## src/rtl/qzoc_pkg.sv

```systemverilog
// Package for the quaternion zero-offset corrector.
// Holds the command, status and register codes, the sequencer types and the width helpers.
// No dependencies.
package qzoc_pkg;

	localparam int FRAC_BITS_DEF = 14;

	// Command codes carried by func.
	localparam logic [1:0] FN_APPLY = 2'd0;
	localparam logic [1:0] FN_ZERO  = 2'd1;
	localparam logic [1:0] FN_RESET = 2'd2;

	// Result status codes.
	localparam logic [2:0] ST_CORR     = 3'd0;
	localparam logic [2:0] ST_PASS     = 3'd1;
	localparam logic [2:0] ST_INVALID  = 3'd2;
	localparam logic [2:0] ST_DRIFT    = 3'd3;
	localparam logic [2:0] ST_ZERO_SET = 3'd4;
	localparam logic [2:0] ST_ZERO_REJ = 3'd5;
	localparam logic [2:0] ST_RESET    = 3'd6;

	// Configuration register indexes.
	localparam logic [2:0] CFG_VALID_TOL  = 3'd0;
	localparam logic [2:0] CFG_DRIFT_THR  = 3'd1;
	localparam logic [2:0] CFG_DRIFT_LIM  = 3'd2;
	localparam logic [2:0] CFG_CHECK_INT  = 3'd3;
	localparam logic [2:0] CFG_RENORM_THR = 3'd4;

	localparam logic [14:0] VALID_TOL_RST  = 15'd1638;
	localparam logic [14:0] DRIFT_THR_RST  = 15'd1638;
	localparam logic [3:0]  DRIFT_LIM_RST  = 4'd5;
	localparam logic [15:0] CHECK_INT_RST  = 16'd1000;
	localparam logic [14:0] RENORM_THR_RST = 15'd82;

	// Subtraction pattern of the Hamilton product: bit k set means term k is subtracted
	// for result component i. Term k pairs offset[k] with input[i ^ k].
	localparam logic [3:0] NEG_MASK [4] = '{4'b1110, 4'b1000, 4'b0010, 4'b0100};

	typedef enum logic [3:0] {
		S_IDLE, S_SQ, S_SQRT, S_PROD, S_DIV, S_DIVW, S_FIN, S_MOD, S_OUT
	} state_t;

	typedef enum logic [1:0] {
		PH_QCHK, PH_PNORM, PH_ONORM
	} phase_t;

	typedef struct packed {
		logic issue;
		logic first;
		logic neg;
	} mac_ctrl_t;

	typedef struct packed {
		logic start;
		logic sqrt;
	} sd_ctrl_t;

	// Operand width of the multiplier: wide enough for an input component and for an
	// unsaturated product component.
	function automatic int op_w(input int f);
		return (35 - f > 17) ? 35 - f : 17;
	endfunction

	function automatic int acc_w(input int f);
		return 2 * op_w(f) + 2;
	endfunction

	function automatic int rt_w(input int f);
		return op_w(f) + 1;
	endfunction

	function automatic int num_w(input int f);
		return (f + 17 > 36) ? f + 17 : 36;
	endfunction

endpackage

```

## src/rtl/qzoc_mac.sv

```systemverilog
// Shared multiply-accumulate unit of the corrector.
// One registered multiplier followed by a signed accumulator; uses qzoc_pkg.
module qzoc_mac import qzoc_pkg::*; #(
	parameter int FRAC_BITS = FRAC_BITS_DEF,
	localparam int OP_W = op_w(FRAC_BITS),
	localparam int ACC_W = acc_w(FRAC_BITS)
) (
	input  logic                    clk,
	input  logic                    arst_n,
	input  mac_ctrl_t               ctrl,
	input  logic signed [OP_W-1:0]  a,
	input  logic signed [OP_W-1:0]  b,
	output logic signed [ACC_W-1:0] acc
);

	logic                     vld_s1;
	logic                     first_s1;
	logic                     neg_s1;
	logic signed [2*OP_W-1:0] prod_s1;
	logic signed [ACC_W-1:0]  acc_q;
	logic signed [ACC_W-1:0]  term;

	assign term = neg_s1 ? -ACC_W'(prod_s1) : ACC_W'(prod_s1);
	assign acc  = acc_q;

	always_ff @(posedge clk or negedge arst_n) begin
		if (!arst_n) begin
			vld_s1 <= 1'b0;
		end else begin
			vld_s1 <= ctrl.issue;
		end
	end

	always_ff @(posedge clk) begin
		prod_s1  <= a * b;
		first_s1 <= ctrl.first;
		neg_s1   <= ctrl.neg;
		if (vld_s1) begin
			acc_q <= (first_s1 ? '0 : acc_q) + term;
		end
	end

endmodule

```

## src/rtl/qzoc_sqdiv.sv

```systemverilog
// Bit-serial shift-subtract unit: integer square root (two bits a step) or
// restoring division (one bit a step), sharing one compare and subtract. Uses qzoc_pkg.
module qzoc_sqdiv import qzoc_pkg::*; #(
	parameter int FRAC_BITS = FRAC_BITS_DEF,
	localparam int RT_W = rt_w(FRAC_BITS),
	localparam int SQ_W = acc_w(FRAC_BITS),
	localparam int NUM_W = num_w(FRAC_BITS)
) (
	input  logic             clk,
	input  logic             arst_n,
	input  sd_ctrl_t         ctrl,
	input  logic [SQ_W-1:0]  sq_in,
	input  logic [NUM_W-1:0] num_in,
	input  logic [RT_W-1:0]  den_in,
	output logic             done,
	output logic [RT_W-1:0]  root,
	output logic [NUM_W-1:0] quo,
	output logic [RT_W-1:0]  rem
);

	localparam int SRC_W = (SQ_W > NUM_W) ? SQ_W : NUM_W;
	localparam int RW    = RT_W + 2;
	localparam int CNT_W = $clog2(NUM_W + 1);

	logic [SRC_W-1:0] src_q;
	logic [RW-1:0]    rem_q;
	logic [NUM_W-1:0] res_q;
	logic [RT_W-1:0]  den_q;
	logic [CNT_W-1:0] cnt_q;
	logic             busy_q;
	logic             mode_q;
	logic             done_q;
	logic [RW-1:0]    cand;
	logic [RW-1:0]    sub;
	logic             ge;

	always_comb begin
		if (mode_q) begin
			cand = {rem_q[RW-3:0], src_q[SRC_W-1 -: 2]};
			sub  = {res_q[RT_W-1:0], 2'b01};
		end else begin
			cand = {rem_q[RW-2:0], src_q[SRC_W-1]};
			sub  = {2'b00, den_q};
		end
		ge = (cand >= sub);
	end

	always_ff @(posedge clk or negedge arst_n) begin
		if (!arst_n) begin
			busy_q <= 1'b0;
			done_q <= 1'b0;
			cnt_q  <= '0;
			mode_q <= 1'b0;
		end else begin
			done_q <= 1'b0;
			if (ctrl.start) begin
				busy_q <= 1'b1;
				mode_q <= ctrl.sqrt;
				cnt_q  <= ctrl.sqrt ? CNT_W'(RT_W) : CNT_W'(NUM_W);
			end else if (busy_q) begin
				cnt_q <= cnt_q - 1'b1;
				if (cnt_q == CNT_W'(1)) begin
					busy_q <= 1'b0;
					done_q <= 1'b1;
				end
			end
		end
	end

	always_ff @(posedge clk) begin
		if (ctrl.start) begin
			src_q <= ctrl.sqrt ? (SRC_W'(sq_in) << (SRC_W - SQ_W))
			                   : (SRC_W'(num_in) << (SRC_W - NUM_W));
			rem_q <= '0;
			res_q <= '0;
			den_q <= den_in;
		end else if (busy_q) begin
			rem_q <= ge ? (cand - sub) : cand;
			res_q <= {res_q[NUM_W-2:0], ge};
			src_q <= mode_q ? (src_q << 2) : (src_q << 1);
		end
	end

	assign done = done_q;
	assign root = res_q[RT_W-1:0];
	assign quo  = res_q;
	assign rem  = rem_q[RT_W-1:0];

endmodule

```

## src/rtl/quaternion_zero_offset_corrector_top.sv

```systemverilog
// Top level of the quaternion zero-offset corrector: sequencer, state and registers.
// Uses qzoc_pkg, qzoc_mac and qzoc_sqdiv.
//
//   channel | signals                                   | direction
//   in      | in_valid, in_ready, func, q_w..q_z        | item in
//   out     | out_valid, out_ready, out_w..out_z, stats | result out
//   cfg     | cfg_valid, cfg_ready, cfg_index, cfg_data | register write
//
// One item is worked on at a time; in_ready is low from its transfer until its result
// has been taken. Reset, pass-through and unknown commands go straight to the output
// state; a corrected sample passes through the bit-serial square root and divider (two
// roots, up to five divisions); a periodic renormalisation passes through them again.
// A stalled result simply holds the block in its output state. Reset is asynchronous.
module quaternion_zero_offset_corrector_top import qzoc_pkg::*; #(
	parameter int FRAC_BITS = FRAC_BITS_DEF
) (
	input  logic               clk,
	input  logic               arst_n,
	input  logic               in_valid,
	output logic               in_ready,
	input  logic [1:0]         func,
	input  logic signed [15:0] q_w,
	input  logic signed [15:0] q_x,
	input  logic signed [15:0] q_y,
	input  logic signed [15:0] q_z,
	output logic               out_valid,
	input  logic               out_ready,
	output logic signed [15:0] out_w,
	output logic signed [15:0] out_x,
	output logic signed [15:0] out_y,
	output logic signed [15:0] out_z,
	output logic [2:0]         status,
	output logic               recalibrate,
	output logic               offset_active,
	output logic [31:0]        sample_count,
	output logic [31:0]        correction_count,
	output logic [14:0]        norm_deviation,
	input  logic               cfg_valid,
	output logic               cfg_ready,
	input  logic [2:0]         cfg_index,
	input  logic [15:0]        cfg_data
);

	localparam int OP_W  = op_w(FRAC_BITS);
	localparam int ACC_W = acc_w(FRAC_BITS);
	localparam int RT_W  = rt_w(FRAC_BITS);
	localparam int NUM_W = num_w(FRAC_BITS);
	localparam int CMP_W = (RT_W > FRAC_BITS + 2) ? RT_W : FRAC_BITS + 2;
	localparam logic [CMP_W-1:0] ONE_C  = CMP_W'(1) << FRAC_BITS;
	localparam logic [ACC_W:0]   HALF_C = (ACC_W + 1)'(1) << (FRAC_BITS - 1);
	localparam logic signed [15:0] ID_Q = (FRAC_BITS >= 15) ? 16'sh7fff : 16'(1 << FRAC_BITS);
	localparam logic [2:0] K_LAST = 3'd5;

	state_t state_q, state_d;
	phase_t phase_q;
	logic [2:0]  k_q;
	logic [1:0]  idx_q;
	logic [1:0]  func_q;

	logic [14:0] tol_q, thr_q, renorm_q;
	logic [3:0]  lim_q;
	logic [15:0] chk_int_q;

	logic signed [15:0]     q_q   [4];
	logic signed [OP_W-1:0] vec_q [4];
	logic signed [15:0]     off_q [4];
	logic signed [15:0]     nrm_q [4];
	logic signed [15:0]     res_q [4];
	logic [RT_W-1:0]        n_q;
	logic [2:0]             status_q;
	logic                   recal_q;
	logic                   valid_q;
	logic [31:0]            samp_q, corr_q;
	logic [14:0]            dev_q;
	logic [3:0]             run_q;

	mac_ctrl_t              mac_c;
	sd_ctrl_t               sd_c;
	logic signed [OP_W-1:0] mac_a, mac_b;
	logic signed [ACC_W-1:0] acc;
	logic                   sd_done;
	logic [RT_W-1:0]        sd_root, sd_rem;
	logic [NUM_W-1:0]       sd_quo, sd_num, numer;
	logic [RT_W-1:0]        sd_den;

	logic                   k_last;
	logic [ACC_W-1:0]       acc_mag;
	logic [ACC_W:0]         acc_rnd;
	logic signed [OP_W-1:0] rnd_mag, p_val;
	logic [CMP_W-1:0]       n_ext, dev_raw;
	logic [14:0]            dev_new;
	logic signed [OP_W-1:0] v_sel;
	logic [OP_W-1:0]        v_mag;
	logic signed [15:0]     q16;
	logic [3:0]             run_inc;
	logic                   drift, trip, renorm_go;
	logic [31:0]            samp_inc;

	assign k_last = (k_q == K_LAST);

	// Rounding of a product sum to Q(F), halves away from zero.
	always_comb begin
		acc_mag = acc[ACC_W-1] ? ACC_W'(-acc) : ACC_W'(acc);
		acc_rnd = ({1'b0, acc_mag} + HALF_C) >> FRAC_BITS;
		rnd_mag = OP_W'(acc_rnd);
		p_val   = acc[ACC_W-1] ? -rnd_mag : rnd_mag;
	end

	always_comb begin
		n_ext   = CMP_W'(sd_root);
		dev_raw = (n_ext > ONE_C) ? (n_ext - ONE_C) : (ONE_C - n_ext);
		dev_new = (dev_raw > CMP_W'(32767)) ? 15'h7fff : dev_raw[14:0];
	end

	// Normalisation of one component: |c|*ONE + n/2 divided by n, then signed and saturated.
	always_comb begin
		v_sel = vec_q[idx_q];
		v_mag = v_sel[OP_W-1] ? OP_W'(-v_sel) : OP_W'(v_sel);
		numer = (NUM_W'(v_mag) << FRAC_BITS) + NUM_W'(n_q >> 1);
		if (!v_sel[OP_W-1]) begin
			q16 = (sd_quo > NUM_W'(32767)) ? 16'sh7fff : signed'(sd_quo[15:0]);
		end else begin
			q16 = (sd_quo > NUM_W'(32768)) ? 16'sh8000 : -signed'(sd_quo[15:0]);
		end
	end

	always_comb begin
		run_inc   = (run_q == 4'd15) ? 4'd15 : run_q + 4'd1;
		drift     = (dev_q > thr_q);
		trip      = drift && (run_inc >= lim_q);
		samp_inc  = samp_q + 32'd1;
		renorm_go = (sd_rem == '0) && (dev_q > renorm_q);
	end

	always_comb begin
		if (state_q == S_PROD) begin
			mac_a = OP_W'(off_q[k_q[1:0]]);
			mac_b = OP_W'(q_q[idx_q ^ k_q[1:0]]);
		end else begin
			mac_a = vec_q[k_q[1:0]];
			mac_b = vec_q[k_q[1:0]];
		end
		sd_num = (state_q == S_FIN) ? NUM_W'(samp_inc) : numer;
		sd_den = (state_q == S_FIN) ? RT_W'(chk_int_q) : n_q;
	end

	qzoc_mac #(.FRAC_BITS(FRAC_BITS)) u_mac (
		.clk(clk), .arst_n(arst_n), .ctrl(mac_c), .a(mac_a), .b(mac_b), .acc(acc)
	);

	qzoc_sqdiv #(.FRAC_BITS(FRAC_BITS)) u_sqdiv (
		.clk(clk), .arst_n(arst_n), .ctrl(sd_c), .sq_in($unsigned(acc)),
		.num_in(sd_num), .den_in(sd_den), .done(sd_done), .root(sd_root),
		.quo(sd_quo), .rem(sd_rem)
	);

	always_ff @(posedge clk or negedge arst_n) begin
		if (!arst_n) begin
			state_q <= S_IDLE;
		end else begin
			state_q <= state_d;
		end
	end

	always_comb begin
		state_d     = state_q;
		sd_c        = '0;
		mac_c.issue = ((state_q == S_SQ) || (state_q == S_PROD)) && !k_q[2];
		mac_c.first = (k_q == 3'd0);
		mac_c.neg   = (state_q == S_PROD) && NEG_MASK[idx_q][k_q[1:0]];
		case (state_q)
			S_IDLE: begin
				if (in_valid) begin
					case (func)
						FN_ZERO:  state_d = S_SQ;
						FN_APPLY: state_d = valid_q ? S_SQ : S_OUT;
						default:  state_d = S_OUT;
					endcase
				end
			end
			S_SQ: begin
				if (k_last) begin
					sd_c.start = 1'b1;
					sd_c.sqrt  = 1'b1;
					state_d    = S_SQRT;
				end
			end
			S_SQRT: begin
				if (sd_done) begin
					if (phase_q == PH_QCHK) begin
						if (dev_new > tol_q) begin
							state_d = S_OUT;
						end else begin
							state_d = (func_q == FN_ZERO) ? S_DIV : S_PROD;
						end
					end else begin
						state_d = S_DIV;
					end
				end
			end
			S_PROD: begin
				if (k_last && (idx_q == 2'd3)) begin
					state_d = S_SQ;
				end
			end
			S_DIV: begin
				if (n_q == '0) begin
					state_d = S_FIN;
				end else begin
					sd_c.start = 1'b1;
					state_d    = S_DIVW;
				end
			end
			S_DIVW: begin
				if (sd_done) begin
					state_d = (idx_q == 2'd3) ? S_FIN : S_DIV;
				end
			end
			S_FIN: begin
				state_d = S_OUT;
				if ((phase_q == PH_PNORM) && !trip && (chk_int_q != 16'd0)) begin
					sd_c.start = 1'b1;
					state_d    = S_MOD;
				end
			end
			S_MOD: begin
				if (sd_done) begin
					state_d = renorm_go ? S_SQ : S_OUT;
				end
			end
			S_OUT: begin
				if (out_ready) begin
					state_d = S_IDLE;
				end
			end
			default: state_d = S_IDLE;
		endcase
	end

	// Control and block state.
	always_ff @(posedge clk or negedge arst_n) begin
		if (!arst_n) begin
			phase_q   <= PH_QCHK;
			k_q       <= '0;
			idx_q     <= '0;
			valid_q   <= 1'b0;
			off_q     <= '{ID_Q, 16'sd0, 16'sd0, 16'sd0};
			samp_q    <= '0;
			corr_q    <= '0;
			dev_q     <= '0;
			run_q     <= '0;
			tol_q     <= VALID_TOL_RST;
			thr_q     <= DRIFT_THR_RST;
			lim_q     <= DRIFT_LIM_RST;
			chk_int_q <= CHECK_INT_RST;
			renorm_q  <= RENORM_THR_RST;
		end else begin
			if (cfg_valid) begin
				case (cfg_index)
					CFG_VALID_TOL:  tol_q     <= cfg_data[14:0];
					CFG_DRIFT_THR:  thr_q     <= cfg_data[14:0];
					CFG_DRIFT_LIM:  lim_q     <= cfg_data[3:0];
					CFG_CHECK_INT:  chk_int_q <= cfg_data;
					CFG_RENORM_THR: renorm_q  <= cfg_data[14:0];
					default: ;
				endcase
			end
			if ((state_q == S_SQ) || (state_q == S_PROD)) begin
				k_q <= k_last ? 3'd0 : k_q + 3'd1;
			end else begin
				k_q <= '0;
			end
			case (state_q)
				S_IDLE: begin
					if (in_valid) begin
						phase_q <= PH_QCHK;
						if (func == FN_RESET) begin
							off_q   <= '{ID_Q, 16'sd0, 16'sd0, 16'sd0};
							valid_q <= 1'b0;
							samp_q  <= '0;
							corr_q  <= '0;
							dev_q   <= '0;
						end
					end
				end
				S_SQRT: begin
					if (sd_done) begin
						idx_q <= '0;
						if (phase_q == PH_PNORM) begin
							dev_q <= dev_new;
						end
					end
				end
				S_PROD: begin
					if (k_last) begin
						idx_q <= idx_q + 2'd1;
						if (idx_q == 2'd3) begin
							phase_q <= PH_PNORM;
						end
					end
				end
				S_DIVW: begin
					if (sd_done) begin
						idx_q <= idx_q + 2'd1;
					end
				end
				S_FIN: begin
					case (phase_q)
						PH_QCHK: begin
							off_q   <= nrm_q;
							valid_q <= 1'b1;
							samp_q  <= 32'd1;
							corr_q  <= '0;
						end
						PH_PNORM: begin
							if (trip) begin
								off_q   <= '{ID_Q, 16'sd0, 16'sd0, 16'sd0};
								valid_q <= 1'b0;
								samp_q  <= '0;
								corr_q  <= '0;
								dev_q   <= '0;
								run_q   <= '0;
							end else begin
								run_q  <= drift ? run_inc : 4'd0;
								samp_q <= samp_inc;
							end
						end
						PH_ONORM: begin
							off_q  <= nrm_q;
							corr_q <= corr_q + 32'd1;
						end
						default: ;
					endcase
				end
				S_MOD: begin
					if (sd_done && renorm_go) begin
						phase_q <= PH_ONORM;
					end
				end
				default: ;
			endcase
		end
	end

	// Operands and result registers.
	always_ff @(posedge clk) begin
		case (state_q)
			S_IDLE: begin
				if (in_valid) begin
					func_q  <= func;
					q_q     <= '{q_w, q_x, q_y, q_z};
					recal_q <= 1'b0;
					// The conjugate has the same norm, so a new zero point is checked on it.
					if (func == FN_ZERO) begin
						vec_q <= '{OP_W'(q_w), -OP_W'(q_x), -OP_W'(q_y), -OP_W'(q_z)};
					end else begin
						vec_q <= '{OP_W'(q_w), OP_W'(q_x), OP_W'(q_y), OP_W'(q_z)};
					end
					case (func)
						FN_RESET: begin
							res_q    <= '{ID_Q, 16'sd0, 16'sd0, 16'sd0};
							status_q <= ST_RESET;
						end
						FN_ZERO: ;
						FN_APPLY: begin
							if (!valid_q) begin
								res_q    <= '{q_w, q_x, q_y, q_z};
								status_q <= ST_PASS;
							end
						end
						default: begin
							res_q    <= off_q;
							status_q <= ST_ZERO_REJ;
						end
					endcase
				end
			end
			S_SQRT: begin
				if (sd_done) begin
					n_q <= sd_root;
					if ((phase_q == PH_QCHK) && (dev_new > tol_q)) begin
						if (func_q == FN_ZERO) begin
							res_q    <= off_q;
							status_q <= ST_ZERO_REJ;
						end else begin
							res_q    <= '{ID_Q, 16'sd0, 16'sd0, 16'sd0};
							status_q <= ST_INVALID;
						end
					end
				end
			end
			S_PROD: begin
				if (k_last) begin
					vec_q[idx_q] <= p_val;
				end
			end
			S_DIV: begin
				if (n_q == '0) begin
					nrm_q <= '{ID_Q, 16'sd0, 16'sd0, 16'sd0};
				end
			end
			S_DIVW: begin
				if (sd_done) begin
					nrm_q[idx_q] <= q16;
				end
			end
			S_FIN: begin
				case (phase_q)
					PH_QCHK: begin
						res_q    <= nrm_q;
						status_q <= ST_ZERO_SET;
					end
					PH_PNORM: begin
						res_q    <= nrm_q;
						status_q <= trip ? ST_DRIFT : ST_CORR;
						recal_q  <= trip;
					end
					default: ;
				endcase
			end
			S_MOD: begin
				if (sd_done && renorm_go) begin
					vec_q <= '{OP_W'(off_q[0]), OP_W'(off_q[1]), OP_W'(off_q[2]),
					           OP_W'(off_q[3])};
				end
			end
			default: ;
		endcase
	end

	assign in_ready         = (state_q == S_IDLE);
	assign out_valid        = (state_q == S_OUT);
	assign cfg_ready        = 1'b1;
	assign out_w            = res_q[0];
	assign out_x            = res_q[1];
	assign out_y            = res_q[2];
	assign out_z            = res_q[3];
	assign status           = status_q;
	assign recalibrate      = recal_q;
	assign offset_active    = valid_q;
	assign sample_count     = samp_q;
	assign correction_count = corr_q;
	assign norm_deviation   = dev_q;

endmodule

```

## config.mk

```make
export PLATFORM = sky130hd
export DESIGN_NAME = quaternion_zero_offset_corrector_top
export DESIGN_NICKNAME = d
export VERILOG_FILES = /design/src/rtl/qzoc_pkg.sv /design/src/rtl/qzoc_mac.sv /design/src/rtl/qzoc_sqdiv.sv /design/src/rtl/quaternion_zero_offset_corrector_top.sv
export SDC_FILE = /design/constraint.sdc
export NUM_CORES = 2
export LEC_CHECK = 0
export BUFFER_PORTS_ARGS = -buffer_cell sky130_fd_sc_hd__buf_2
export CAP_MARGIN = 15
export CELL_PAD_IN_SITES_DETAIL_PLACEMENT = 0
export CELL_PAD_IN_SITES_GLOBAL_PLACEMENT = 2
export CORE_UTILIZATION = 42
export CTS_CLUSTER_SIZE = 14
export DETAILED_ROUTE_END_ITERATION = 12
export GPL_ROUTABILITY_DRIVEN = 0
export PLACE_DENSITY = 0.88
export SYNTH_ARGS = -nofsm -noshare
export SYNTH_HDL_FRONTEND = slang
export SYNTH_SLANG_ARGS = --single-unit
```

## constraint.sdc

```tcl
create_clock -name clk -period 11 [get_ports clk]
set_input_delay 1.1 -clock clk [delete_from_list [all_inputs] [get_ports clk]]
set_output_delay 1.1 -clock clk [all_outputs]
set_load 0.005 [all_outputs]
```

== After elaboration in Yosys (flattened, before gate mapping) ==
Cells that the tools add are included.
Word-level totals
  register bits: 751
  latch bits: 0
  bits in writable memories: 0
  memory bits (read-only): 0
  bits of input ports: 90
  output and inout port bits: 151
  memories: 0
Operators by class
  add/subtract/negate cells: 20
  multipliers: 1
  div/mod/pow operators: 0
  order comparisons: 14
  eq/ne operators: 44
  shift operators: 0
  multiplexer cells: 142
  bitwise logic cells: 4
  reduce and logical (&&, ||, !) cells: 50
Operators with widths (count)
  $mux W64: 11
  $pmux W64 S2: 3
  $pmux W64 S3: 2
  $mux W44: 6
  $mux W84: 3
  $pmux W84 S3: 1
  $pmux W32 S2: 3
  $mux W21: 9
  $mux W16: 9
  $mux W32: 4
  $mux W15: 7
  $pmux W32 S3: 1
  $bmux W21 S2: 2
  $bwmux W84: 1
  $mux W4: 17
  $add A32 B1 Y32 const B: 2
  $bmux W16 S2: 2
  $bwmux W64: 1
  $mux W63: 1
  $neg A16 Y21: 3
  $mux W24: 2
  $gt A15 B15 Y1: 3
  $pmux W15 S3: 1
  $add A44 B44 Y44: 1
  other kinds (75): 180

== Depth between registers and ports, before layout ==
  depth in word-level cells: 10
  mapped depth: 37
  mapped depth without buffers: 32

== Cells and area by module ==
From an unflattened synthesis, not the netlist that was laid out.
Second synthesis, totals
  cells, all modules: 6522
  area, all modules: 62516.2 um^2
By module, submodules not included
  quaternion_zero_offset_corrector_top: instances 1, cells an instance 3341, area an instance 32673.8 um^2, sequential area each 14764.2 um^2
  qzoc_mac: instances 1, cells an instance 2426, area an instance 22177.5 um^2, sequential area each 2227.1 um^2
  qzoc_sqdiv: instances 1, cells an instance 755, area an instance 7664.9 um^2, sequential area each 3388.2 um^2

== Worst setup path before layout ==
No wires, ideal clock.
  path kind: reg2reg
  start: register k_q[0]
  end: register phase_q[1]
  setup time: 129 ps
  arrival time: 9665 ps
  data required time: 10871 ps
  slack: 1206 ps
  cell stages (with the launch flop): 10
  buffers on the path: 3
  period minus slack after synthesis: 9794 ps
  cells stage by stage: dfrtp_1 clkbuf_1 buf_1 buf_1 inv_1 nor3b_1 nor2_1 a221oi_1 o21ai_0 mux2_2
Between the ends
  word-level cells in the longest chain between the ends: 3
RTL lines
  start: declaration: line quaternion_zero_offset_corrector_top.sv:56  | logic [2:0] k_q;
  start signal: assignment: line quaternion_zero_offset_corrector_top.sv:269  | k_q <= k_last ? 3'd0 : k_q + 3'd1;
  $eq A3 B3 Y1: line quaternion_zero_offset_corrector_top.sv:99  | assign k_last = (k_q == K_LAST);
  $ne A2 B2 Y1 (no source line)
  $reduce_and A5 Y1 (no source line)
  end signal: assignment: line quaternion_zero_offset_corrector_top.sv:243  | phase_q <= PH_QCHK;
  end signal: assignment: line quaternion_zero_offset_corrector_top.sv:276  | phase_q <= PH_QCHK;
  end signal: assignment: line quaternion_zero_offset_corrector_top.sv:298  | phase_q <= PH_PNORM;
  end: declaration: line quaternion_zero_offset_corrector_top.sv:55  | phase_t phase_q;
No other way between the ends.
A chain may end at the register's enable or synchronous reset.

== Worst setup path after layout ==
  start: register state_q[3]
  end: register u_mac.prod_s1[39]
Between the ends
  word-level cells in the longest chain between the ends: 3
RTL lines
  start: declaration: line quaternion_zero_offset_corrector_top.sv:54  | state_t state_q, state_d;
  start signal: assignment: line quaternion_zero_offset_corrector_top.sv:161  | state_q <= state_d;
  $eq A4 B2 Y1 *: line quaternion_zero_offset_corrector_top.sv:136  | if (state_q == S_PROD) begin
  $mux W21: line quaternion_zero_offset_corrector_top.sv:136
  $mul A21 B21 Y42 *: line qzoc_mac.sv:35  | prod_s1 <= a * b;
  end signal: assignment: line qzoc_mac.sv:35
  end: declaration: line qzoc_mac.sv:19  | logic signed [2*OP_W-1:0] prod_s1;
Every way passes the cells marked *; elsewhere a longest branch is shown, timed or not.

==> key figures <==
Clock tree
  – Clock buffer count from CTS: 88
  – Buffers inserted during post-CTS setup optimization: 0
  – CTS Root Buffer Type: sky130_fd_sc_hd__clkbuf_16
  – CTS tree: built
  – CTS hold repair buffers: 0
  – Reg clk slew, reported paths: 0.07 ns
  – Insertion delay to the later sink of the worst-skew pair: 0.75 ns
  – Maximum level of the CTS H-tree: 3
  – Max Root-Sink Buffers: 3
  – Number of resized instances in the post-cts repair step: 0
  – Clk sink count: 751

Status
  – Status: complete, but fails checks
  – Violations in the final reports: DRC

Worst setup path
  – Kind of end point of the critical path: flip-flop
  – Maximum single-stage delay on the critical path: 0.87 ns
  – Worst setup path category: flip-flop to flip-flop
  – Setup slack, reg-to-reg: 1.17 ns
  – Max stage delay cell, worst path: sky130_fd_sc_hd__fa_1
  – Buf+Inv Stages, Crit Path: 6
  – Cell type with the highest occurrence count on the critical path: sky130_fd_sc_hd__fa_1
  – Data required, critical path: 11.64 ns
  – Worst endpoint data arrival time: 10.47 ns
  – Maximum fanout along the worst path: 36
  – Kind of cell adding the most delay to the critical path: adder cells
  – Startpoint types: flip-flop

Routing
  – Post-DRT Antenna Nets: 0
  – Vias: 49,496
  – Pre-antenna DRT Iters: 11
  – Average via count per standard cell: 5.910
  – Number of DRC markers after the initial detailed-route iteration: 5,228
  – DRC violations left: 2
  – Routed wire length: 216.3 mm
  – Drt wl/cell: 25.83 µm

Logic synthesis
  – Count of distinct cell types in the synthesized netlist: 101
  – Syn_nets: 7,135
  – Number of flops mapped to enable cells by yosys: 414
  – Synth warnings: 0
  – Proportion of synthesized chip area in sequential cells: 33.34%
  – Share of the synthesized area in the top cell type: 20.34%
  – Cell types with the largest area share after synthesis: sky130_fd_sc_hd__edfxtp_1 (20%), sky130_fd_sc_hd__fa_1 (15%), sky130_fd_sc_hd__dfrtp_1 (8.6%), sky130_fd_sc_hd__ha_1 (5.2%), sky130_fd_sc_hd__inv_1 (4.0%)
  – Syn Area/Cell: 9.662 µm²
  – Most instantiated flip-flop cell in the synthesis netlist: sky130_fd_sc_hd__edfxtp_1
  – Fraction of registers with async set or reset after synthesis: 31.16%
  – Register bit count reported by yosys: 751
  – Gate count after technology mapping: 6,327
  – Combined area of all synthesized cells: 61,130 µm²
  – Largest area contributor in the synthesized netlist: sky130_fd_sc_hd__edfxtp_1

STA
  – Post-layout minimum cycle time: 9.834 ns
  – Fmax: 0.1017 GHz
  – Setup tns final: 0 ns
  – Worst-Margin Slew: 1.187 ns
  – Final period util: 89.40%
  – Final hold vios: 0
  – Normalized max-slew margin: 20.32%
  – Setup repair after global routing missed its margin: false
  – Post-Route Skew: 0.08021 ns
  – Final setup violation count: 0
  – Pins over their slew limit: 0

Placement
  – Detailed placer's ending HPWL: 163.8 mm
  – Number of input and output port buffers inserted: 239

Cells and area
  – Area of combinational cells with multiple inputs: 37,010 µm²
  – Most common cell after layout, fill and taps aside: sky130_fd_sc_hd__inv_1
  – FF+latch area: 20,400 µm²
  – Leading cell types in the layout, fill and taps excluded: sky130_fd_sc_hd__inv_1 (653), sky130_fd_sc_hd__nor2_1 (633), sky130_fd_sc_hd__nand2_1 (573), sky130_fd_sc_hd__fa_1 (462), sky130_fd_sc_hd__edfxtp_1 (414)
  – Fillers: 13,744
  – Growth of design area from synthesis to finish: 10.14%
  – Fraction of layout cells with a size suffix above 1: 11.32%
  – # nets final: 7,201

Floorplanning
  – Number of standard-cell rows in the floorplan: 139
  – Die area: 147,100 µm²
  – Die outline width: 383.5 µm
  – Placeable core region: 144,000 µm²
  – Y dimension of the die: 383.5 µm
  – Top-Level Pins: 241
  – Initial Utilization: 42.45%

Global route
  – Wire length of the first global-routing pass: 320.8 mm
  – Vias in the first global route: 48,135
  – Global routing usage summed across all routing layers: 29.09%
  – Remaining global-route overflow: 0
  – Pin count of the biggest net entering global routing: 132
  – Number of antenna violations at the first check in global routing: 6

Min path
  – Path type of the worst min-delay path: input port to async pin

Run
  – Max-cap violation count: 0
## path summary, 6_finish.rpt
| check | cells after the start | start | end |
|---|---|---|---|
| max in group asynchronous | 2 | arst_n | off_q[34] |
| min in group clk | 2 | tol_q[9] | tol_q[9] |
| hold reg to reg | 2 | tol_q[9] | tol_q[9] |
| setup reg to reg | 28 | state_q[3] | u_mac.prod_s1[39] |
| setup / recovery | 28 | state_q[3] | u_mac.prod_s1[39] |
| hold / removal | 1 | arst_n | thr_q[4] |
## through the flow
stage / hold slack, ns / setup WS, ns / instance area [µm²] / utilization [%] / instances
floorplan: 0.4029 / 1.206 / 61130 / - / 6327
global placement: 0.4871 / 1.388 / 64310 / 44.66 / 8206
detailed placement: 0.4861 / 1.223 / 64310 / 44.66 / 8206
CTS: 0.4495 / 1.185 / 67320 / 46.75 / 8371
global route: 0.4865 / 0.6615 / 67320 / 46.75 / 8371
finish: 0.4145 / 1.166 / 67330 / 46.76 / 8375
## cell families after synthesis
family	share of synthesized area (%)
xor gates and xnor gates	5.266
muxes	5.966
and+or+nand+nor	14.20
adders and majority gates	20.37
buffers and inverters	6.353
other	0.006134
AOI/OAI and AO/OA	14.50
DFF	33.34
## state kept, by name, indices dropped and copies added (netlist names), 23 cells and up
name              flops
correction_count     32
nrm_q                64
off_q                64
q_q                  64
sample_count         32
u_mac.acc            44
u_mac.prod_s1        42
u_sqdiv.quo          36
u_sqdiv.rem_q        23
u_sqdiv.src_q        44
vec_q                84
## area by class of cell
type | count | area share, %
Antenna cell | 4 | 0.01487
Clock buffer | 113 | 3.577
Clock inverter | 52 | 0.8994
Inverter | 656 | 3.659
Multi-Input combinational cell | 4548 | 54.97
Sequential cell | 751 | 30.29
Tap cell | 1903 | 3.536
Timing Repair Buffer | 348 | 3.048
## synth_stat cells (34+ instances only)
master,n
sky130_fd_sc_hd__dfxtp_1,103
sky130_fd_sc_hd__a211oi_1,81
sky130_fd_sc_hd__xor2_1,126
sky130_fd_sc_hd__nor2_1,636
sky130_fd_sc_hd__inv_1,655
sky130_fd_sc_hd__and2_1,46
sky130_fd_sc_hd__or3_1,35
sky130_fd_sc_hd__mux2_2,53
sky130_fd_sc_hd__xnor2_1,239
sky130_fd_sc_hd__dfrtp_1,210
sky130_fd_sc_hd__mux4_2,67
sky130_fd_sc_hd__mux2i_1,154
sky130_fd_sc_hd__nand2b_1,57
sky130_fd_sc_hd__a21oi_1,308
sky130_fd_sc_hd__clkbuf_1,327
sky130_fd_sc_hd__nor4_1,40
sky130_fd_sc_hd__and3_1,47
sky130_fd_sc_hd__a22o_1,84
sky130_fd_sc_hd__ha_1,256
sky130_fd_sc_hd__nand4_1,48
sky130_fd_sc_hd__a21o_1,85
sky130_fd_sc_hd__edfxtp_1,414
sky130_fd_sc_hd__a221oi_1,110
sky130_fd_sc_hd__nor2b_1,79
sky130_fd_sc_hd__o21ai_1,34
sky130_fd_sc_hd__nand3_1,106
sky130_fd_sc_hd__o21ai_0,278
sky130_fd_sc_hd__nand2_1,574
sky130_fd_sc_hd__fa_1,462
sky130_fd_sc_hd__o221ai_1,34
sky130_fd_sc_hd__o31ai_1,70
sky130_fd_sc_hd__nor3_1,62
sky130_fd_sc_hd__buf_1,36
## per-layer routing
layer / vias to the layer above / track usage, % / part of all wire [%]
li1: 22084 / - / -
met2: 2323 / 44.20 / 44
met3: 376 / 5.797 / 9.2
met5: - / 0 / 0.024
met4: 8 / 11.65 / 4.4
met1: 24705 / 40.61 / 42
Power is not shown: default switching activity piles up to over one toggle a cycle in this logic, so the estimate is an artifact.
